==> config.mk <==
export PLATFORM = sky130hd
export DESIGN_NAME = heartbeat_failure_detector_top
export DESIGN_NICKNAME = d
export VERILOG_FILES = /design/src/rtl/core/hbfd_pkg.sv /design/src/rtl/core/hbfd_regs.sv /design/src/rtl/core/hbfd_ctrl.sv /design/src/rtl/core/hbfd_dp.sv /design/src/rtl/core/heartbeat_failure_detector_top.sv
export SDC_FILE = /design/constraint.sdc
export NUM_CORES = 1
export LEC_CHECK = 0
export BUFFER_PORTS_ARGS = -buffer_cell sky130_fd_sc_hd__clkbuf_2
export CORE_UTILIZATION = 50
export DETAILED_ROUTE_END_ITERATION = 6
export HOLD_SLACK_MARGIN = 0.12
export PLACE_DENSITY = 0.67
export SYNTH_ARGS = -nofsm -noshare
export SYNTH_HDL_FRONTEND = slang
export SYNTH_SLANG_ARGS = --single-unit
export TNS_END_PERCENT = 50
==> constraint.sdc <==
create_clock -name clk -period 7.6 [get_ports clk]
set_clock_uncertainty 0.2 [all_clocks]
set_input_delay 1.9 -clock clk [delete_from_list [all_inputs] [get_ports clk]]
set_output_delay 1.9 -clock clk [all_outputs]
set_load 0.005 [all_outputs]
==> src/rtl/core/hbfd_pkg.sv <==
`timescale 1ns / 1ps
// ---------------------------------------------------------------------------
// Heartbeat failure detector package
// Shared widths, action and register codes, and the control structs that
// pass between the controller, the datapath and the register block.
// ---------------------------------------------------------------------------
package hbfd_pkg;

  // Default sizes of the slot table.
  localparam int NODES_DEF   = 16;
  localparam int ID_BITS_DEF = 8;

  // Fixed field widths.
  localparam int TIME_W  = 32;
  localparam int NC_W    = 5;
  localparam int INT_W   = 16;
  localparam int PADDR_W = 4;
  localparam int PDATA_W = 32;

  // Action codes of an input item.
  localparam logic [1:0] ACT_TICK      = 2'd0;
  localparam logic [1:0] ACT_HEARTBEAT = 2'd1;
  localparam logic [1:0] ACT_ASSIGN    = 2'd2;

  // Register indexes, taken from paddr[3:2].
  localparam logic [1:0] REG_ENABLE    = 2'd0;
  localparam logic [1:0] REG_NODE_CNT  = 2'd1;
  localparam logic [1:0] REG_THRESHOLD = 2'd2;
  localparam logic [1:0] REG_INTERVAL  = 2'd3;

  // Current register values.
  typedef struct packed {
    logic              enable;
    logic [NC_W-1:0]   node_count;
    logic [TIME_W-1:0] threshold;
    logic [INT_W-1:0]  interval;
  } cfg_t;

  // Commands from the controller to the datapath.
  typedef struct packed {
    logic tick;
    logic assign_w;
    logic hb_load;
    logic walk_start;
    logic walking;
    logic scan_mode;
  } dp_cmd_t;

  // Status from the datapath to the controller.
  typedef struct packed {
    logic scan_due;
    logic walk_done;
    logic hb_hit;
  } dp_stat_t;

endpackage

==> src/rtl/core/hbfd_regs.sv <==
`timescale 1ns / 1ps
// ---------------------------------------------------------------------------
// Heartbeat failure detector configuration registers
// APB-style register block holding enable, node count, dead threshold and
// scan interval.
// ---------------------------------------------------------------------------
module hbfd_regs (
  input  logic                         clk,
  input  logic                         rst_n,
  input  logic                         psel,
  input  logic                         penable,
  input  logic                         pwrite,
  input  logic [hbfd_pkg::PADDR_W-1:0] paddr,
  input  logic [hbfd_pkg::PDATA_W-1:0] pwdata,
  output logic [hbfd_pkg::PDATA_W-1:0] prdata,
  output logic                         pready,
  output hbfd_pkg::cfg_t               cfg
);
  import hbfd_pkg::*;

  cfg_t       cfg_r;
  logic       wr_en;
  logic [1:0] reg_idx;

  assign pready  = 1'b1;
  assign wr_en   = psel && penable && pwrite;
  assign reg_idx = paddr[3:2];
  assign cfg     = cfg_r;

  // Register writes at the access phase.
  always_ff @(posedge clk) begin
    if (!rst_n) begin
      cfg_r.enable     <= 1'b0;
      cfg_r.node_count <= NC_W'(16);
      cfg_r.threshold  <= TIME_W'(3000);
      cfg_r.interval   <= INT_W'(1000);
    end else if (wr_en) begin
      unique case (reg_idx)
        REG_ENABLE:    cfg_r.enable     <= pwdata[0];
        REG_NODE_CNT:  cfg_r.node_count <= pwdata[NC_W-1:0];
        REG_THRESHOLD: cfg_r.threshold  <= pwdata[TIME_W-1:0];
        REG_INTERVAL:  cfg_r.interval   <= pwdata[INT_W-1:0];
        default:       cfg_r.enable     <= cfg_r.enable;
      endcase
    end
  end

  // Read-back mux.
  always_comb begin
    unique case (reg_idx)
      REG_ENABLE:    prdata = PDATA_W'(cfg_r.enable);
      REG_NODE_CNT:  prdata = PDATA_W'(cfg_r.node_count);
      REG_THRESHOLD: prdata = PDATA_W'(cfg_r.threshold);
      REG_INTERVAL:  prdata = PDATA_W'(cfg_r.interval);
      default:       prdata = '0;
    endcase
  end

endmodule

==> src/rtl/core/hbfd_ctrl.sv <==
`timescale 1ns / 1ps
// ---------------------------------------------------------------------------
// Heartbeat failure detector controller
// Decodes accepted items and sequences the slot walk used by heartbeats and
// scans.
// ---------------------------------------------------------------------------
module hbfd_ctrl (
  input  logic               clk,
  input  logic               rst_n,
  input  logic               start,
  input  logic [1:0]         in_action,
  input  hbfd_pkg::dp_stat_t stat,
  output logic               busy,
  output hbfd_pkg::dp_cmd_t  cmd
);
  import hbfd_pkg::*;

  typedef enum logic {S_IDLE, S_WALK} state_t;

  state_t state_r, state_nxt;
  logic   busy_r;
  logic   scan_mode_r, scan_mode_nxt;
  logic   accept, is_tick, is_hb, is_assign, go_walk;

  assign accept    = start && !busy_r;
  assign is_tick   = accept && (in_action == ACT_TICK);
  assign is_hb     = accept && (in_action == ACT_HEARTBEAT);
  assign is_assign = accept && (in_action == ACT_ASSIGN);
  assign go_walk   = is_hb || (is_tick && stat.scan_due);

  // Next state: a walk ends when the table is exhausted or a heartbeat matched.
  always_comb begin
    state_nxt     = state_r;
    scan_mode_nxt = scan_mode_r;
    unique case (state_r)
      S_IDLE: begin
        if (go_walk) begin
          state_nxt     = S_WALK;
          scan_mode_nxt = is_tick;
        end
      end
      S_WALK: begin
        if (stat.walk_done || (!scan_mode_r && stat.hb_hit)) begin
          state_nxt = S_IDLE;
        end
      end
      default: state_nxt = S_IDLE;
    endcase
  end

  // State and registered outputs.
  always_ff @(posedge clk) begin
    if (!rst_n) begin
      state_r     <= S_IDLE;
      busy_r      <= 1'b0;
      scan_mode_r <= 1'b0;
    end else begin
      state_r     <= state_nxt;
      busy_r      <= (state_nxt != S_IDLE);
      scan_mode_r <= scan_mode_nxt;
    end
  end

  assign busy = busy_r;

  // Commands to the datapath.
  always_comb begin
    cmd.tick       = is_tick;
    cmd.assign_w   = is_assign;
    cmd.hb_load    = is_hb;
    cmd.walk_start = go_walk;
    cmd.walking    = (state_r == S_WALK);
    cmd.scan_mode  = scan_mode_r;
  end

endmodule

==> src/rtl/core/hbfd_dp.sv <==
`timescale 1ns / 1ps
// ---------------------------------------------------------------------------
// Heartbeat failure detector datapath
// Time counters, slot table memories, a one-slot-per-cycle walk pipeline and
// the result register with a one-deep pending stage for the last flag.
// ---------------------------------------------------------------------------
module hbfd_dp #(
  parameter int NODES   = hbfd_pkg::NODES_DEF,
  parameter int ID_BITS = hbfd_pkg::ID_BITS_DEF
) (
  input  logic                        clk,
  input  logic                        rst_n,
  input  logic [7:0]                  in_node_id,
  input  logic [3:0]                  in_slot,
  input  hbfd_pkg::cfg_t              cfg,
  input  hbfd_pkg::dp_cmd_t           cmd,
  output hbfd_pkg::dp_stat_t          stat,
  output logic                        out_valid,
  output logic [3:0]                  out_slot_res,
  output logic [7:0]                  out_node_id_res,
  output logic                        out_new_status,
  output logic [hbfd_pkg::TIME_W-1:0] out_silent_ms,
  output logic                        out_last
);
  import hbfd_pkg::*;

  localparam int SLOT_W = (NODES > 1) ? $clog2(NODES) : 1;
  localparam int CW0    = $clog2(NODES + 1);
  localparam int CW     = (CW0 > NC_W) ? CW0 : NC_W;

  // Time keeping.
  logic [TIME_W-1:0] now_r;
  logic [INT_W-1:0]  elapsed_r, el_inc, interval_eff;

  // Slot table.
  logic [ID_BITS-1:0] slot_ids_r   [NODES];
  logic [TIME_W-1:0]  last_heard_r [NODES];
  logic [NODES-1:0]   idv_r, heard_r, alive_r;

  // Walk pipeline.
  logic [CW-1:0]      idx_r, cnt, nc_x, slot_x;
  logic [SLOT_W-1:0]  rd_idx, ev_idx_r;
  logic               ev_vld_r, issue, walk_done;
  logic [ID_BITS-1:0] id_q_r, key_r, in_id_m, stored_id;
  logic [TIME_W-1:0]  lh_q_r, silent;
  logic               idv_q_r, heard_q_r, alive_q_r;
  logic               dead, chg, hit, flush, emit, slot_ok;

  // Pending change waiting to learn whether it is the last of its scan.
  logic               pend_vld_r;
  logic [3:0]         pend_slot_r;
  logic [7:0]         pend_id_r;
  logic               pend_stat_r;
  logic [TIME_W-1:0]  pend_sil_r;

  // Result register.
  logic               out_valid_r, out_last_r, out_stat_r;
  logic [3:0]         out_slot_r;
  logic [7:0]         out_id_r;
  logic [TIME_W-1:0]  out_sil_r;

  // Scan interval bookkeeping.
  assign el_inc       = elapsed_r + INT_W'(1);
  assign interval_eff = (cfg.interval == '0) ? INT_W'(1) : cfg.interval;

  // Slots in use and assign range check.
  assign nc_x    = CW'(cfg.node_count);
  assign cnt     = (nc_x > CW'(NODES)) ? CW'(NODES) : nc_x;
  assign slot_x  = CW'(in_slot);
  assign slot_ok = slot_x < CW'(NODES);
  assign in_id_m = ID_BITS'(in_node_id);

  // Issue one read per cycle; evaluate it in the next cycle.
  assign rd_idx    = idx_r[SLOT_W-1:0];
  assign issue     = cmd.walking && (idx_r < cnt);
  assign walk_done = (idx_r >= cnt) && !ev_vld_r;

  // Evaluation of the slot in the second stage.
  assign stored_id = idv_q_r ? id_q_r : '0;
  assign silent    = now_r - lh_q_r;
  assign dead      = silent > cfg.threshold;
  assign chg       = cmd.walking && cmd.scan_mode && ev_vld_r && heard_q_r &&
                     (alive_q_r == dead);
  assign hit       = cmd.walking && !cmd.scan_mode && ev_vld_r && (stored_id == key_r);
  assign flush     = cmd.walking && cmd.scan_mode && walk_done && pend_vld_r;
  assign emit      = (chg && pend_vld_r) || flush;

  always_comb begin
    stat.scan_due  = cfg.enable && (el_inc >= interval_eff);
    stat.walk_done = walk_done;
    stat.hb_hit    = hit;
  end

  // Id memory with registered read.
  always_ff @(posedge clk) begin
    if (cmd.assign_w && slot_ok) begin
      slot_ids_r[slot_x[SLOT_W-1:0]] <= in_id_m;
    end
    if (issue) begin
      id_q_r <= slot_ids_r[rd_idx];
    end
  end

  // Last-heard memory with registered read.
  always_ff @(posedge clk) begin
    if (hit) begin
      last_heard_r[ev_idx_r] <= now_r;
    end
    if (issue) begin
      lh_q_r <= last_heard_r[rd_idx];
    end
  end

  // Control state: counters, flags, walk pointer, pending and output strobes.
  always_ff @(posedge clk) begin
    if (!rst_n) begin
      now_r       <= '0;
      elapsed_r   <= '0;
      idv_r       <= '0;
      heard_r     <= '0;
      alive_r     <= '1;
      idx_r       <= '0;
      ev_vld_r    <= 1'b0;
      pend_vld_r  <= 1'b0;
      out_valid_r <= 1'b0;
    end else begin
      if (cmd.tick) begin
        now_r <= now_r + TIME_W'(1);
        if (!cfg.enable || stat.scan_due) begin
          elapsed_r <= '0;
        end else begin
          elapsed_r <= el_inc;
        end
      end
      if (cmd.assign_w && slot_ok) begin
        idv_r[slot_x[SLOT_W-1:0]] <= 1'b1;
      end
      if (hit) begin
        heard_r[ev_idx_r] <= 1'b1;
      end
      if (chg) begin
        alive_r[ev_idx_r] <= !dead;
      end
      if (cmd.walk_start) begin
        idx_r <= '0;
      end else if (issue) begin
        idx_r <= idx_r + CW'(1);
      end
      ev_vld_r <= issue;
      if (cmd.walk_start || flush) begin
        pend_vld_r <= 1'b0;
      end else if (chg) begin
        pend_vld_r <= 1'b1;
      end
      out_valid_r <= emit;
    end
  end

  // Payload registers.
  always_ff @(posedge clk) begin
    if (cmd.hb_load) begin
      key_r <= in_id_m;
    end
    if (issue) begin
      ev_idx_r  <= rd_idx;
      idv_q_r   <= idv_r[rd_idx];
      heard_q_r <= heard_r[rd_idx];
      alive_q_r <= alive_r[rd_idx];
    end
    if (chg) begin
      pend_slot_r <= 4'(ev_idx_r);
      pend_id_r   <= 8'(stored_id);
      pend_stat_r <= !dead;
      pend_sil_r  <= silent;
    end
    if (emit) begin
      out_slot_r <= pend_slot_r;
      out_id_r   <= pend_id_r;
      out_stat_r <= pend_stat_r;
      out_sil_r  <= pend_sil_r;
      out_last_r <= flush;
    end
  end

  assign out_valid       = out_valid_r;
  assign out_slot_res    = out_slot_r;
  assign out_node_id_res = out_id_r;
  assign out_new_status  = out_stat_r;
  assign out_silent_ms   = out_sil_r;
  assign out_last        = out_last_r;

endmodule

==> src/rtl/core/heartbeat_failure_detector_top.sv <==
`timescale 1ns / 1ps
// ---------------------------------------------------------------------------
// Heartbeat failure detector
// Per-node liveness watchdog over a table of NODES slots.
//
//   Channel   Handshake                    Payload
//   input     start, busy (accept: start & !busy)
//                                          in_action, in_node_id, in_slot
//   result    out_valid (one-cycle strobe) out_slot_res, out_node_id_res,
//                                          out_new_status, out_silent_ms,
//                                          out_last
//   config    psel, penable, pwrite, pready
//                                          paddr, pwdata, prdata
//
// A tick without a scan, an assign and an unused action leave busy low. A
// heartbeat or a scan walks the slots in use one per cycle through the table
// memories' single read port while busy is high. Results of a scan follow the
// slot order; the last one is strobed in the first cycle in which busy is low
// again.
// Reset is synchronous; no clearing pass is needed.
// Results cannot be stalled by the receiver.
// ---------------------------------------------------------------------------
module heartbeat_failure_detector_top #(
  parameter int NODES   = hbfd_pkg::NODES_DEF,
  parameter int ID_BITS = hbfd_pkg::ID_BITS_DEF
) (
  input  logic                         clk,
  input  logic                         rst_n,
  input  logic                         start,
  output logic                         busy,
  input  logic [1:0]                   in_action,
  input  logic [7:0]                   in_node_id,
  input  logic [3:0]                   in_slot,
  output logic                         out_valid,
  output logic [3:0]                   out_slot_res,
  output logic [7:0]                   out_node_id_res,
  output logic                         out_new_status,
  output logic [hbfd_pkg::TIME_W-1:0]  out_silent_ms,
  output logic                         out_last,
  input  logic                         psel,
  input  logic                         penable,
  input  logic                         pwrite,
  input  logic [hbfd_pkg::PADDR_W-1:0] paddr,
  input  logic [hbfd_pkg::PDATA_W-1:0] pwdata,
  output logic [hbfd_pkg::PDATA_W-1:0] prdata,
  output logic                         pready
);
  import hbfd_pkg::*;

  cfg_t     cfg;
  dp_cmd_t  cmd;
  dp_stat_t stat;

  // Configuration registers.
  hbfd_regs u_regs (
    .clk     (clk),
    .rst_n   (rst_n),
    .psel    (psel),
    .penable (penable),
    .pwrite  (pwrite),
    .paddr   (paddr),
    .pwdata  (pwdata),
    .prdata  (prdata),
    .pready  (pready),
    .cfg     (cfg)
  );

  // Sequencer.
  hbfd_ctrl u_ctrl (
    .clk       (clk),
    .rst_n     (rst_n),
    .start     (start),
    .in_action (in_action),
    .stat      (stat),
    .busy      (busy),
    .cmd       (cmd)
  );

  // Table and result datapath.
  hbfd_dp #(
    .NODES   (NODES),
    .ID_BITS (ID_BITS)
  ) u_dp (
    .clk             (clk),
    .rst_n           (rst_n),
    .in_node_id      (in_node_id),
    .in_slot         (in_slot),
    .cfg             (cfg),
    .cmd             (cmd),
    .stat            (stat),
    .out_valid       (out_valid),
    .out_slot_res    (out_slot_res),
    .out_node_id_res (out_node_id_res),
    .out_new_status  (out_new_status),
    .out_silent_ms   (out_silent_ms),
    .out_last        (out_last)
  );

endmodule

==> out/metrics.yaml, run 1 <==
status: "completed"
cts.clk_slew.worst_paths_ps: 60
first_pass_iters: 5
critPathBufInv: 3
crit_path_max_incr_delay_ps: 540
setup_viol: 0
fin_crit_sh: 0.8910
rows: 101
dr.first_iter.drc_count: 1703
grt_pass1_wl_mm: 128.7
cap_violations: 0
drt_drc_violations_left: 0
rsz0062_at_grt: "false"
synth_cells: 2305
start_util: 0.5078
viasPerCell: 5.855
synth_edf_count: 786
root_buffer: "clkbuf_16"
io_buffers: 133
power.clock.fraction: 0.444
crit_path_cell_trace: "inv_1 -> ha_1 -> inv_1 -> fa_1 -> a211oi_2 -> nor2_1 -> o31a_1 -> o21a_1 -> a31o_1 -> a311o_1 -> a21o_1 -> a21oi_2 -> xnor2_1 -> ha_1 -> and4_1 -> nand4_1 -> nor3_1 -> nand2_1 -> a311o_1 -> a21oi_2 -> xnor2_1 -> and2_2 -> buf_4"
leakage_nw: 14.35
dr_total_vias: 21020
power_frac_comb: 0.027
switchingPower_mw: 2.145
p_sw_frac: 0.2028
arrival_ps: 6930
wl_per_cell_um: 23.90
maxSlewViolCount: 0
area_growth_pct: 13.49
path_depth: 23
antenna_found_initial: 0
cp_max_fo: 21
r2r_cells: 23
dpl.hpwl_mm: 49.54
antenna_left: 0
synth_simple_gate_area_share: 0.06244
min_path_cells: 0
ys.flop_type: "edfxtp_1"
cts_tree: "done"
fp.dieW_um: 280.4
power.internal_mw: 8.432
drive_gt1_frac: 0.2234
fillers: 5740
grt_max_degree: 104
synth_warnings: 0
synth-async-reset-ratio: 0
track_usage: 0.2211
worstMarginPinSlew_ps: 1173
overflow: 0
wirelength_mm: 85.80
synth_top_family_by_area: "multiplexers"
synth_area_mm2: 0.03876
fin_ws_ps: 828.7
cts_setup_buffers: 0
yosys.area_share.xor_xnor: 0.01582
cts-resized-gates: 0
hp-class: "reg -> reg"
gp_congestion: 0.8894
synth.yosys.seq_area_share: 0.6917
num_antenna_cells: 0
pin_count: 137
cts_made_buffers: 93
synth_compound_area_frac: 0.05278
htree_levels: 3
finalHoldViolations: 0
muxShareOfSynthArea: 0.1305
critPathTopFamily: "compound AO/OA/AOI/OAI gates"
fp.dieH_um: 280.4
setup-tns-final_ps: 0
endpoint_kind: "register"
cts-hold-fix-buffers: 0
synth.ff_latch_count: 946
synth_adder_area_share: 0.02860
pwr-share-seq: 0.529
p_per_area_mw_per_mm2: 240.5
dieArea_mm2: 0.07863
clock-sinks: 946
vdd_drop_max_mv: 0.1661
crit_type: "reg -> reg"
max_clock_freq_mhz: 147.7
final.min_clock_period_ps: 6771
grt_pass1_vias: 21150
max_slew_margin: 0.2070
ys_types: 68
critPathLaunchType: "register"
cts.path.max_buffers: 3
critPathRequiredTime_ps: 7750
final_nets: 2624
core_mm2: 0.07633
syn-num-nets: 2449
avgSynthCellArea_um2: 16.81
place_ws_ps: 750.2
clk_latency_ps: 670
slowest_stage: "and2_2"
## power groups by stage
stage,sequential [mW],combinational (mW),clock (mW)
floorplan,5.70,0.200,0
global placement,5.71,0.275,0
detailed placement,5.71,0.283,0
CTS,5.60,0.284,4.78
global route,5.60,0.308,4.97
finish,5.60,0.282,4.70
## cell families (layout without fill, tap and decap cells)
logic type | after synthesis | count (layout)
flops | 946 | 946
other cells | 1 | 1
fa+ha+maj | 88 | 88
mux | 235 | 235
simple gates | 475 | 475
xor+xnor | 70 | 70
buf+inv | 186 | 441
compound gates | 304 | 304
## worst register-to-register path: cells and delay by family, from the launching register on
family | cells | cell delay, ps
XOR/XNOR | 2 | 350
flip-flops | 1 | 480
AND/OR/NAND/NOR | 6 | 1420
buffers and inverters | 3 | 580
adder cells (fa/ha/maj) | 3 | 940
AO/OA/AOI/OAI | 9 | 2490
## routing by layer
layer | up-vias | global-route usage | routed length (um)
li1 | 9324 | - | -
met1 | 10750 | 0.3040 | 36160
met2 | 813 | 0.3645 | 41730
met3 | 134 | 0.03681 | 6115
met4 | 0 | 0.06417 | 1796
met5 | - | 0 | 0
## final timing paths
check	start	to	slack [ps]
worst min register to register	u_dp.pend_id_r[1]$_DFFE_PP_	u_dp.out_node_id_res[1]$_DFFE_PP_	210
worst max-delay path	u_dp.now_r[0]$_SDFFE_PN0P_	u_dp.pend_sil_r[23]$_DFFE_PP_	830
worst min-delay path	u_dp.pend_id_r[1]$_DFFE_PP_	u_dp.out_node_id_res[1]$_DFFE_PP_	210
worst max register to register	u_dp.now_r[0]$_SDFFE_PN0P_	u_dp.pend_sil_r[23]$_DFFE_PP_	830
## cell usage in the layout, fill, tap and decap left out, drive strengths merged, types with 33 or more instances in the layout
cell,n
nor2b,42
dfxtp,160
xnor2,46
nor2,71
clkbuf,248
nand2,140
a21boi,46
nand3,33
nand2b,34
buf,41
mux4,216
a21oi,69
and2,57
clkinv,36
o21a,46
ha,87
o21ai,46
edfxtp,786
inv,97
## area by class of cell
class / instances / area, um2 / area share
multi-input combinational: 1173 / 11370 / 0.2585
clock buffer: 116 / 2454 / 0.05578
sequential: 946 / 26820 / 0.6097
tap: 1030 / 1289 / 0.02930
inverter: 93 / 349.1 / 0.007936
timing repair buffer: 173 / 993.5 / 0.02259
clock inverter: 59 / 711.9 / 0.01619
## per-stage QoR
stage,instance area (um2),util,hold slack (ps),cells,total power [mW]
after floorplan,38760,-,200.3,2305,5.898
after global placement,40820,0.5348,203.9,3415,5.984
after detailed placement,40820,0.5348,204.5,3415,5.994
after CTS,43990,0.5763,214.4,3590,10.66
after global routing,43990,0.5763,221.6,3590,10.87
final,43990,0.5763,214.2,3590,10.58
## sequential cells by signal (all words and copies together) (netlist names), 16 cells and up
signal	count
u_dp.slot_ids_r	128
u_dp.heard_r	16
u_regs.cfg	54
u_dp.alive_r	16
u_dp.pend_sil_r	32
u_dp.last_heard_r	512
u_dp.elapsed_r	16
u_dp.lh_q_r	32
u_dp.idv_r	16
u_dp.now_r	32
u_dp.out_silent_ms	32
## synth_stat cells (all sizes together) (46+ instances only)
master	n	share of area
clkbuf	67	0.0065
a21oi	69	0.0091
inv	93	0.0090
dfxtp	160	0.083
o21ai	46	0.0059
a21boi	46	0.0089
mux4	216	0.13
nand2	140	0.014
and2	57	0.0092
nor2	71	0.0069
o21a	46	0.0089
edfxtp	786	0.61
xnor2	46	0.010
ha	87	0.028
No activity file was read; power rests on OpenSTA's default activity.
==> run 2: changes to the inputs <==
--- a/config.mk
+++ b/config.mk
@@ -6,10 +6,9 @@
 export NUM_CORES = 1
 export LEC_CHECK = 0
 export BUFFER_PORTS_ARGS = -buffer_cell sky130_fd_sc_hd__clkbuf_2
-export CORE_UTILIZATION = 50
+export CORE_UTILIZATION = 34
 export DETAILED_ROUTE_END_ITERATION = 6
 export HOLD_SLACK_MARGIN = 0.12
-export PLACE_DENSITY = 0.67
 export SYNTH_ARGS = -nofsm -noshare
 export SYNTH_HDL_FRONTEND = slang
 export SYNTH_SLANG_ARGS = --single-unit
==> out/metrics.yaml, run 2 (synthesis results as in run 1) <==
antenna_left: 0  # unchanged
grt_max_degree: 110  # +5.8%
p_per_area_mw_per_mm2: 235.8  # -1.9%
fillers: 10090  # +76%
crit_type: "reg -> reg"
final.min_clock_period_ps: 6745  # -26.15 ps
overflow: 0  # unchanged
clk_latency_ps: 660  # about the same
wl_per_cell_um: 22.45  # -6.1%
dp_cells: 3886  # +14%
max_slew_margin: 0.1487  # -0.05827
cts-resized-gates: 0  # unchanged
layout_commonest_cell: "edfxtp_1"
setup_viol: 0  # unchanged
dpl.hpwl_mm: 54.10  # +9.2%
cts.clk_slew.worst_paths_ps: 60  # about the same
leakage_nw: 14.34  # -0.12%
endpoint_kind: "register"
status: "completed"
max_clock_freq_mhz: 148.3  # +0.39%
cts_tree: "done"
fp.dieW_um: 339.6  # +21%
dr.first_iter.drc_count: 1542  # -9.5%
htree_levels: 3  # unchanged
postPlaceCellArea_mm2: 0.04142  # +1.5%
rows: 123  # +22%
start_util: 0.3436  # -0.1642
cp_max_fo: 36  # +71%
pin_count: 137  # unchanged
first_pass_iters: 6  # +1
seq_area_mm2: 0.02682  # unchanged
critPathRequiredTime_ps: 7730  # -20 ps
post-route-util: 0.3942  # -0.1820
rsz0062_at_grt: "false"
cts.path.max_buffers: 3  # unchanged
track_usage: 0.1566  # -0.06452
fp.dieH_um: 339.6  # +21%
setup-tns-final_ps: 0  # unchanged
core_mm2: 0.1128  # +48%
root_buffer: "clkbuf_16"
viasPerCell: 5.151  # -12%
fin_crit_sh: 0.8875  # -0.003441
worstMarginPinSlew_ps: 1272  # +99.55 ps
clock-sinks: 946  # unchanged
arrival_ps: 6870  # -60 ps
finalHoldViolations: 0  # unchanged
drt_drc_violations_left: 0  # unchanged
grt_pass1_wl_mm: 136.4  # +6.0%
stdcell_area_mm2: 0.04447  # +1.1%
maxSlewViolCount: 0  # unchanged
dieArea_mm2: 0.1153  # +47%
crit_path_cell_trace: "inv_1 -> ha_1 -> inv_1 -> fa_1 -> a211oi_2 -> nor2_1 -> o31a_1 -> o21a_1 -> a31o_1 -> a311o_1 -> a21o_1 -> a21oi_2 -> xnor2_1 -> ha_1 -> and4_1 -> nand4_1 -> nor3_1 -> nand2_1 -> a311o_1 -> a21oi_2 -> xnor2_1 -> a31oi_1 -> inv_2 -> buf_12"
drive_gt1_frac: 0.2243  # +0.0008286
num_antenna_cells: 0  # unchanged
cap_violations: 0  # unchanged
grt_pass1_vias: 22100  # +4.5%
dr_total_vias: 20890  # -0.61%
io_buffers: 133  # unchanged
critPathLaunchType: "register"
cts_setup_buffers: 0  # unchanged
multi_input_area_mm2: 0.01138  # about the same
crit_path_max_incr_delay_ps: 490  # -50 ps
layout_common_cells: "edfxtp_1 (786), mux4_2 (216), dfxtp_1 (156)"
slowest_stage: "dfxtp_1"
regMostFlops: "u_dp.last_heard_r"
wirelength_mm: 91.02  # +6.1%
largest_register_ffs: 512  # unchanged
vdd_drop_max_mv: 0.1664  # +0.21%
hp-class: "reg -> reg"
cts-hold-fix-buffers: 0  # unchanged
gp_congestion: 0.8542  # -4.0%
antenna_found_initial: 0  # unchanged
cts_made_buffers: 90  # -3.2%
area_growth_pct: 14.75
fin_cells: 4055  # +13%
final_nets: 2622  # -0.076%
==> run 2: cell count changes in the layout (fill, tap and decap cells not counted), moves of 4 or more <==
| cell | delta |
|---|---|
| inv_6 | +4 |
| clkbuf_1 | -4 |
| clkinvlp_4 | -4 |
| inv_4 | +4 |
==> run 2: worst paths after layout <==
check                                      to  depth (start not counted)  slack, ps                         start
max          u_dp.out_silent_ms[15]$_DFFE_PP_                         24        850    u_dp.now_r[0]$_SDFFE_PN0P_
max reg2reg  u_dp.out_silent_ms[15]$_DFFE_PP_                         24        850    u_dp.now_r[0]$_SDFFE_PN0P_
min           u_dp.out_silent_ms[6]$_DFFE_PP_                          0        220  u_dp.pend_sil_r[6]$_DFFE_PP_
min reg2reg   u_dp.out_silent_ms[6]$_DFFE_PP_                          0        220  u_dp.pend_sil_r[6]$_DFFE_PP_
==> run 2: power breakdown <==
part	switching, mW	total, mW	internal (mW)
sequential	0.0179	5.60	5.58
clock	1.93	4.60	2.67
combinational	0.162	0.288	0.125
total	2.11	10.5	8.38
==> run 2: stage by stage <==
step | hold WS (ps) | worst slack, ps | power [mW]
floorplan | 200.3 | 1447 | 5.898
global placement | 206.4 | 968.5 | 5.990
detailed placement | 204.5 | 825.7 | 5.998
CTS | 222.1 | 795.5 | 10.58
global route | 220.0 | 449.8 | 10.80
finish | 219.9 | 854.9 | 10.49
==> run 2: layer usage <==
layer  track usage  vias to the layer above  routed length (um)
li1              -                     9316                   -
met1        0.1923                    10850               36530
met2        0.2824                      592               47660
met3       0.02044                      134                4581
met4       0.05293                        0                2249
met5             0                        -                   0
==> run 2: final cells by class <==
class,instances,share of cell area
clock buffers,114,0.05596
flip-flops and latches,946,0.6030
inverters,93,0.007850
multi-input cells,1173,0.2559
clock inverters,55,0.01255
well taps,1500,0.04220
repair buffers,174,0.02251
==> run 2: critical path, delay by kind of cell, from the launching register on <==
| family | cells | cell delay [ps] |
|---|---|---|
| AOI/OAI and AO/OA | 10 | 2710 |
| adders and majority gates | 3 | 950 |
| and+or+nand+nor | 5 | 840 |
| buffers and inverters | 4 | 780 |
| DFF | 1 | 490 |
| xor gates and xnor gates | 2 | 370 |
==> run 3: changes to the inputs <==
--- a/config.mk
+++ b/config.mk
@@ -5,9 +5,11 @@
 export SDC_FILE = /design/constraint.sdc
 export NUM_CORES = 1
 export LEC_CHECK = 0
-export BUFFER_PORTS_ARGS = -buffer_cell sky130_fd_sc_hd__clkbuf_2
+export CORE_MARGIN = 10
 export CORE_UTILIZATION = 34
 export DETAILED_ROUTE_END_ITERATION = 6
+export DONT_BUFFER_PORTS = 1
+export GPL_ROUTABILITY_DRIVEN = 0
 export HOLD_SLACK_MARGIN = 0.12
 export SYNTH_ARGS = -nofsm -noshare
 export SYNTH_HDL_FRONTEND = slang
==> out/metrics.yaml, run 3 (synthesis results as in run 1) <==
setup-tns-final_ps: 0  # unchanged
seq_area_mm2: 0.02682  # unchanged
final.min_clock_period_ps: 6720  # -25.44 ps
wirelength_mm: 90.60  # -0.46%
switchingPower_mw: 2.077  # -1.6%
regMostFlops: "u_dp.last_heard_r"
grt_pass1_wl_mm: 135.6  # -0.57%
p_sw_frac: 0.1957  # -0.005521
fp.dieH_um: 357.6  # +5.3%
rsz0062_at_grt: "false"
layout_common_cells: "edfxtp_1 (786), mux4_2 (216), dfxtp_1 (156)"
use_met2: 0.2446  # -0.03785
core_mm2: 0.1128  # unchanged
num_antenna_cells: 0  # unchanged
cts_setup_buffers: 0  # unchanged
arrival_ps: 6840  # -30 ps
largest_register_ffs: 512  # unchanged
grt_max_degree: 163  # +48%
area_growth_pct: 13.39
critPathLaunchType: "register"
p_per_area_mw_per_mm2: 241.5  # +2.4%
wl_per_cell_um: 23.09  # +2.9%
power_frac_comb: 0.022  # -0.005
pwr-share-seq: 0.528  # -0.006
leakage_nw: 13.82  # -3.6%
grt_use_met3: 0.02078  # +0.0003392
whs_ps: 218.3  # -1.593 ps
grt_pass1_vias: 21010  # -4.9%
clk_latency_ps: 660  # about the same
root_buffer: "clkbuf_16"
dr_total_vias: 20420  # -2.3%
rows: 123  # unchanged
r2r_cells: 24  # unchanged
fin_crit_sh: 0.8842  # -0.003347
layout_commonest_cell: "edfxtp_1"
track_usage: 0.1388  # -0.01779
setup_viol: 0  # unchanged
vdd_drop_max_mv: 0.1505  # -9.6%
cts_made_buffers: 90  # unchanged
overflow: 0  # unchanged
cts_tree: "done"
maxSlewViolCount: 0  # unchanged
fillers: 10080  # -0.059%
status: "completed"
hp-class: "reg -> reg"
pin_count: 137  # unchanged
cts-hold-fix-buffers: 0  # unchanged
dieArea_mm2: 0.1279  # +11%
max_clock_freq_mhz: 148.8  # +0.38%
io_buffers: 0  # -100%
postPlaceCellArea_mm2: 0.04076  # -1.6%
dr.first_iter.drc_count: 1737  # +13%
fin_ws_ps: 880.3  # +25.44 ps
endpoint_kind: "register"
fp.dieW_um: 357.6  # +5.3%
critPathRequiredTime_ps: 7720  # about the same
dpl.hpwl_mm: 54.53  # +0.79%
place_ws_ps: 898.9  # +73.26 ps
antenna_left: 0  # unchanged
grt-busiest-layer: "met2"
stdcell_area_mm2: 0.04394  # -1.2%
clock-sinks: 946  # unchanged
power.internal_mw: 8.535  # +1.9%
drt_drc_violations_left: 0  # unchanged
multi_input_area_mm2: 0.01138  # unchanged
cts.clk_slew.worst_paths_ps: 60  # about the same
viasPerCell: 5.205  # +1.0%
drive_gt1_frac: 0.1849  # -0.03937
finalHoldViolations: 0  # unchanged
min_path_cells: 0  # unchanged
cp_max_fo: 38  # +5.6%
crit_type: "reg -> reg"
cts-resized-gates: 0  # unchanged
power.clock.fraction: 0.451  # +0.012
final_nets: 2490  # -5.0%
use_met1: 0.1736  # -0.01866
cts.path.max_buffers: 3  # unchanged
first_pass_iters: 5  # -1
antenna_found_initial: 0  # unchanged
worstMarginPinSlew_ps: 1150  # -122.2 ps
htree_levels: 3  # unchanged
cap_violations: 0  # unchanged
start_util: 0.3436  # unchanged
max_slew_margin: 0.2305  # +0.08176
==> run 3: cell types whose count changed in the layout (fill, tap and decap cells not counted), sizes merged <==
cell	change
clkbuf	-135
bufinv	+7
inv	-7
clkinvlp	+5
clkinv	-2
==> run 3: critical path, cell delays in order (launching register included) <==
cell and delay (ps):
dfxtp_1 460, inv_1 170, ha_1 180, inv_1 50, fa_1 430, a211oi_2 190
nor2_1 90, o31a_1 280, o21a_1 300, a31o_1 330, a311o_1 390, a21o_1 200
a21oi_2 150, xnor2_1 140, ha_1 310, and4_1 220, nand4_1 120, nor3_1 240
nand2_1 220, a311o_1 320, a21oi_2 390, xnor2_1 220, a31oi_1 190, inv_2 240
buf_12 300
==> run 3: worst paths after layout <==
path                                     from                           endpoint  slack [ps]
setup / recovery   u_dp.now_r[0]$_SDFFE_PN0P_   u_dp.out_silent_ms[23]$_DFFE_PP_         880
hold / removal    u_dp.pend_id_r[1]$_DFFE_PP_  u_dp.out_node_id_res[1]$_DFFE_PP_         220
setup reg to reg   u_dp.now_r[0]$_SDFFE_PN0P_   u_dp.out_silent_ms[23]$_DFFE_PP_         880
hold reg to reg   u_dp.pend_id_r[1]$_DFFE_PP_  u_dp.out_node_id_res[1]$_DFFE_PP_         220
==> run 3: per-stage QoR <==
step                std cells    util  power [mW]
floorplan                2305       -       5.898
global placement         3754  0.3614       5.941
detailed placement       3754  0.3614       5.946
CTS                      3923  0.3896       10.71
global route             3923  0.3896       10.94
finish                   3923  0.3896       10.61
==> run 3: layout make-up <==
class / count / area share
inverter: 93 / 0.007944
tap: 1500 / 0.04271
timing repair buffer: 42 / 0.007744
clock inverter: 58 / 0.01768
sequential: 946 / 0.6103
multi-input combinational: 1173 / 0.2590
clock buffer: 111 / 0.05470
==> run 3: routing by layer <==
metal  up-vias  routed length (um)
met2       551               46700
li1       9047                   -
met5         -                   0
met3       152                4387
met4         0                2626
met1     10670               36890
==> run 3: power by group through the flow <==
stage                     registers, mW  clock network, mW  logic, mW
after floorplan                    5.70                  0      0.200
after global placement             5.71                  0      0.228
after detailed placement           5.71                  0      0.232
after CTS                          5.60               4.88      0.233
after global routing               5.60               5.09      0.252
final                              5.60               4.78      0.230
